[config.mk]
export PLATFORM = sky130hd
export DESIGN_NAME = vra_cordic_cell
export DESIGN_NICKNAME = d
export VERILOG_FILES = /design/src/hdl/vra_pkg.sv /design/src/hdl/vra_cordic_cell.sv
export SDC_FILE = /design/constraint.sdc
export NUM_CORES = 1
export LEC_CHECK = 0
export ABC_AREA = 1
export BUFFER_PORTS_ARGS = -buffer_cell sky130_fd_sc_hd__buf_2
export CAP_MARGIN = 20
export CORE_UTILIZATION = 25
export CTS_BUF_LIST = sky130_fd_sc_hd__clkbuf_8
export DETAILED_ROUTE_END_ITERATION = 10
export MAX_ROUTING_LAYER = met4
export PLACE_DENSITY = 0.46
export SLEW_MARGIN = 20
export SYNTH_ARGS = -nofsm -noshare
export SYNTH_HDL_FRONTEND = slang
export SYNTH_SLANG_ARGS = --single-unit
[constraint.sdc]
create_clock -name clock -period 7 [get_ports clock]
set_input_delay 1.75 -clock clock [delete_from_list [all_inputs] [get_ports clock]]
set_output_delay 1.75 -clock clock [all_outputs]
set_load 0.1 [all_outputs]
[src/hdl/vra_pkg.sv]
// Package with widths, CORDIC constants and helper functions for the rotation unit.
package vra_pkg;
   localparam int TRIG_STAGES = 16;
   localparam int ATAN_ENTRIES = 24;
   localparam int STAGE_W = $clog2(ATAN_ENTRIES);
   localparam int VEC_W = 24;
   localparam int AXIS_W = 16;
   localparam int ANG_W = 16;
   localparam int CW = 34;
   localparam int ZW = 34;
   localparam int QW = 17;
   localparam int PW = 44;
   localparam int RW = 64;
   localparam int PIPE_DEPTH = TRIG_STAGES + 6;
   localparam logic signed [CW-1:0] CORDIC_START = 34'sd652032874;
   localparam logic signed [VEC_W-1:0] OUT_MAX = 24'sh7FFFFF;
   localparam logic signed [VEC_W-1:0] OUT_MIN = -24'sh800000;

   typedef logic signed [CW-1:0] cord_type;
   typedef logic signed [ZW-1:0] phase_type;
   typedef logic signed [VEC_W-1:0] vec_type;
   typedef logic signed [AXIS_W-1:0] axis_type;

   // One word moving down the CORDIC chain.
   typedef struct packed {
      logic valid;
      logic fold;
      cord_type x;
      cord_type y;
      phase_type z;
      vec_type vx;
      vec_type vy;
      vec_type vz;
      axis_type ax;
      axis_type ay;
      axis_type az;
   } cell_word_type;

   // Arctangent table in units of 2^-32 turn.
   function automatic phase_type atan_of(input int idx);
      logic [31:0] t;
      begin
         case (idx)
            0: t = 32'h20000000;  1: t = 32'h12E4051D;  2: t = 32'h09FB385B;
            3: t = 32'h051111D4;  4: t = 32'h028B0D43;  5: t = 32'h0145D7E1;
            6: t = 32'h00A2F61E;  7: t = 32'h00517C55;  8: t = 32'h0028BE53;
            9: t = 32'h00145F2E;  10: t = 32'h000A2F98; 11: t = 32'h000517CC;
            12: t = 32'h00028BE6; 13: t = 32'h000145F3; 14: t = 32'h0000A2F9;
            15: t = 32'h0000517C; 16: t = 32'h000028BE; 17: t = 32'h0000145F;
            18: t = 32'h00000A2F; 19: t = 32'h00000517; 20: t = 32'h0000028B;
            21: t = 32'h00000145; 22: t = 32'h000000A2; 23: t = 32'h00000051;
            default: t = 32'h0;
         endcase
         atan_of = phase_type'({2'b00, t});
      end
   endfunction
endpackage

[src/hdl/vra_cordic_cell.sv]
// One CORDIC rotation cell: a fixed shift, a table angle and a register.
module vra_cordic_cell (
   input  logic clock,
   input  logic reset,
   input  logic [vra_pkg::STAGE_W-1:0] stage,
   input  vra_pkg::cell_word_type word_in,
   output vra_pkg::cell_word_type word_out
);
   import vra_pkg::*;

   cell_word_type word_ff, word_in_c;
   cord_type dx, dy;
   phase_type ang;

   // Rotate toward zero residual phase; zero counts as positive.
   // The stage index is tied off per cell, so the shift is a fixed wiring.
   always_comb begin
      dx = word_in.y >>> stage;
      dy = word_in.x >>> stage;
      ang = atan_of(int'(stage));
      word_in_c = word_in;
      if (!word_in.z[ZW-1]) begin
         word_in_c.x = word_in.x - dx;
         word_in_c.y = word_in.y + dy;
         word_in_c.z = word_in.z - ang;
      end else begin
         word_in_c.x = word_in.x + dx;
         word_in_c.y = word_in.y - dy;
         word_in_c.z = word_in.z + ang;
      end
   end

   // Valid is control; the rest is payload.
   always_ff @(posedge clock) begin
      word_ff <= word_in_c;
      if (reset) begin
         word_ff.valid <= 1'b0;
      end
   end

   assign word_out = word_ff;
endmodule

# Word-level counts from Yosys, hierarchy flattened
# Memories as Yosys holds them, arrays and structs flattened.
# Cells that the tools add are included.
[classes] reduce_logical=0 div_mod_pow=0 add_sub_neg=6 order_cmp=0 bitwise_logic=0 n_shift=2 n_mux=1 n_mul=0 n_eq_ne=0
[op_table] op="102-bit 2-to-1 mux" n=1
[op_table] op="34-bit adder" n=2
[op_table] op="34-bit by 5-bit >>> shifter with 34-bit output" n=2
[op_table] op="34-bit subtractor" n=2
[op_table] op="34-bit by 33-bit adder with 34-bit output" n=1
[op_table] op="34-bit by 33-bit subtractor with 34-bit output" n=1
[word_totals] mem_count=1 ff_bits=224 wordCells=21 latch_bits=0 rom_bits=960 ram_bits=0 in_bits=231
[mem_list] name="(no name shown)" depth=32 width=30 read_ports=1 rd_ports_with_merged_regs=0 wr=0 line="vra_pkg.sv:43" text="case (idx)"

# Logic depth before layout (Yosys ltp)
[logic_depth] word_depth=3 depth_mapped=37 depth_no_buf=35

# Worst setup path after synthesis
# Ideal clock, no wire load.
[synth_timing] kind="in2reg" startpoint="in stage[0] (netlist name)" endpoint="reg word_ff, in the netlist word_out[147]" required_ps=6928 slack_ps=1457 setup_ps=72 path_stages=30 t_arrival_ps=5471 cell_sequence="buf_4 > inv_2 > buf_6 > buf_6 > ha_1 > inv_1 > nand2_1 > nor2_1 > nor2_1 > inv_1 > o221ai_1 > inv_1 > ha_1 > inv_1 > nor3_2 > nand4_1 > nand2_1 > xor2_1 > inv_1 > ha_1 > a21oi_1 > o21ai_0 > a21oi_1 > nand2_1 > a21oi_1 > o21ai_0 > nand2_1 > nand2_1 > a21oi_1 > xnor2_1"
[synth_rtl] item="start, declared" line="vra_cordic_cell.sv:5" text="input logic [vra_pkg::STAGE_W-1:0] stage,"
[synth_rtl] item="end signal, assigned" line="vra_cordic_cell.sv:35" text="word_ff <= word_in_c;"
[synth_rtl] item="end, declared" line="vra_cordic_cell.sv:11" text="cell_word_type word_ff, word_in_c;"

==> flow_summary.toml <==
[timing]
tightest_slew_ps = 982
fmax_ghz = 0.167
rsz0062_at_grt = "no"
period_needed_ps = 5970
slew_headroom_pct = 34.3
finalSetupViolCount = 0
drv_slew = 0
final_hold_viol_count = 0
final.period_utilization_pct = 85.3
tns_ps = 0
hold_ws_ps = 1210

[power]
power_frac_seq_pct = 23.0
power.switching_uw = 4110
p_int_uw = 3100
p_sw_share_pct = 57.0
vdd_drop_max_uv = 295
leakagePower_uw = 0.0109
p_comb_share_pct = 58.7
power_density_mw_per_mm2 = 345
clock_power_share_pct = 18.2

[clock_network]
cts_resized = 0
cts_tree = "done"
path_clk_slew_ps = 60
clock_sinks = 224
htree_levels = 2
ctsRootBufferMaster = "clkbuf_8"
hold_buffers = 0
numCtsBuffers = 41
cts_setup_buffers = 0
clockBufferDepth = 3

[placed_design]
place_inst = 3855
hpwl_um = 60000
io_buffers = 454
globalplace.congestion = 0.926
place_area_mm2 = 0.0201

[routing]
drtIter0Drc = 1228
detail-route-antenna-nets = 0
drtPass1Iterations = 5
wirelength_um = 71900
drc = 0
vias = 18535
drt-vias-per-instance = 4.71
wl_per_cell_um = 18.3

[finish]
fillers = 7547
drive_above_1_share_pct = 22.3
largest_reg_flops = 224
post-route-util_pct = 31.6
stdcell_count = 3932
areaGrowthSynthToFinish_pct = 24.1
final_area_mm2 = 0.0209
nets = 3377

[die]
die-area_mm2 = 0.0685
initial_core_util_pct = 25.5
fp-row-count = 94
chipHeight_um = 262
die_x_um = 262
core_mm2 = 0.0662
io_pins = 455

[global_routing]
gr-total-overflow = 0
grt_pass1_vias = 17815
track_usage_pct = 20.8
grt_pass1_wl_um = 106000
grt_max_degree = 75
antenna_found_initial = 14

[yosys]
synth_edf_count = 0
netlist.area_leader.share_pct = 26.6
seq_area_frac_synth_pct = 26.6
ys.flop_type = "dfxtp_1"
synthTopCellsByCount = "nand2_1 (793), nand3_1 (347), dfxtp_1 (224)"
synthCells = 2588
yosysMostFrequentCell = "nand2_1"
synth-async-reset-ratio_pct = 0
avgSynthCellArea_um2 = 6.51
synthDistinctLibCells = 56
synth_area_mm2 = 0.0169
synth.area.top_cells = "dfxtp_1 (27%), nand2_1 (18%), nand3_1 (10%)"
synth_nets = 2931
netlist.top_cell.by_area = "dfxtp_1"
ys_warn_count = 0
ys_seq_elements = 224

[worst_setup_path]
path_max_fanout = 17
start_kind = "input port"
cp_data_arrival_time_ps = 6550
critPathRequiredTime_ps = 7570
worst-setup-path-type = "in2reg"
slowest_delay_ps = 790
cp_slowest_cell = "nor2_1"
worstSetupEndpoint = "word_out[215]"
crit_top_cell = "nand2_1"
crit_path_start = "stage[2]"
crit_path_end_kind = "register"

[hold_path]
hold_path.class = "in2reg"
min_from = "word_in[71]"

[run_status]
status = "complete, no violations"

[flow_run]
drv_cap = 0
==> metrics by stage <==
| step | setup WS (ps) | power [uW] |
|---|---|---|
| floorplan | 1460 | 5070 |
| global placement | 503 | 5950 |
| detailed placement | 444 | 5920 |
| CTS | 1130 | 7290 |
| global route | 647 | 7600 |
| finish | 1030 | 7210 |
==> worst min-delay path by stage <==
stage	cells past startpoint	end
floorplan	0	word_out[0]
global placement	1	word_out[106]
detailed placement	1	word_out[40]
CTS	1	word_out[71]
global route	1	word_out[71]
finish	1	word_out[71]
==> layout make-up <==
cell class | instances | area [um2] | share of cell area, %
antenna | 8 | 20.0 | 0.0957
tap | 864 | 1080 | 5.17
timing repair buffer | 487 | 2570 | 12.3
inverter | 221 | 830 | 3.97
sequential | 224 | 4480 | 21.4
clock inverter | 22 | 180 | 0.862
clock buffer | 47 | 647 | 3.09
multi-input combinational | 2059 | 11100 | 53.1
==> cells in the final DEF, fill, tap and decap left out, types with 4 or more instances in the layout <==
cell | Yosys | layout
nand2_4 | 7 | 7
nor3_1 | 10 | 10
o21a_1 | 6 | 6
a21o_1 | 14 | 14
xor2_1 | 120 | 120
buf_4 | 4 | 29
ha_1 | 109 | 109
dfxtp_1 | 224 | 224
nand2_1 | 793 | 793
o221ai_1 | 4 | 4
nand4_1 | 27 | 27
clkbuf_8 | 0 | 47
o211ai_1 | 11 | 11
buf_12 | 0 | 4
nand2_2 | 31 | 31
o21ai_0 | 73 | 73
diode_2 | 0 | 8
nand3_1 | 347 | 347
buf_2 | 36 | 454
nor2_2 | 24 | 26
a21oi_1 | 130 | 130
nor2_4 | 5 | 5
o21ai_1 | 12 | 12
nand3_2 | 16 | 16
clkinv_2 | 0 | 5
xnor2_1 | 48 | 48
nor2_1 | 197 | 195
inv_1 | 183 | 195
a31oi_1 | 26 | 26
inv_2 | 37 | 37
nand3b_1 | 7 | 7
==> cells by family (layout without fill, tap and decap cells) <==
logic type,Yosys count,in the layout,synth area share [%]
compound gates,302,302,10.3
buf+inv,305,777,7.57
other cells,0,8,0
simple gates,1477,1477,38.3
flops,224,224,26.6
xor+xnor,168,168,8.73
fa+ha+maj,112,112,8.45
==> routing by layer <==
layer  share of wire [%]  track usage [%]  up-vias
li1                    -                -     9380
met1                  44             25.9     8450
met2                  48             35.1      605
met3                 6.1             3.04      100
met4                 2.3             5.49        0
met5                   0                -        -
==> worst max-delay path, delay by kind of cell <==
kind	cells	cell delay (ps)
adders and majority gates	2	540
AOI/OAI and AO/OA	6	1090
buffers and inverters	6	490
xor gates and xnor gates	2	310
and+or+nand+nor	15	2350
==> power groups by stage <==
stage | registers (uW) | logic [uW] | clock network (uW)
CTS | 1670 | 4240 | 1380
floorplan | 3840 | 1230 | 0
finish | 1660 | 4230 | 1310
detailed placement | 1690 | 4230 | 0
global placement | 1690 | 4260 | 0
global route | 1690 | 4470 | 1430
Power figures use the tool's default switching activity.
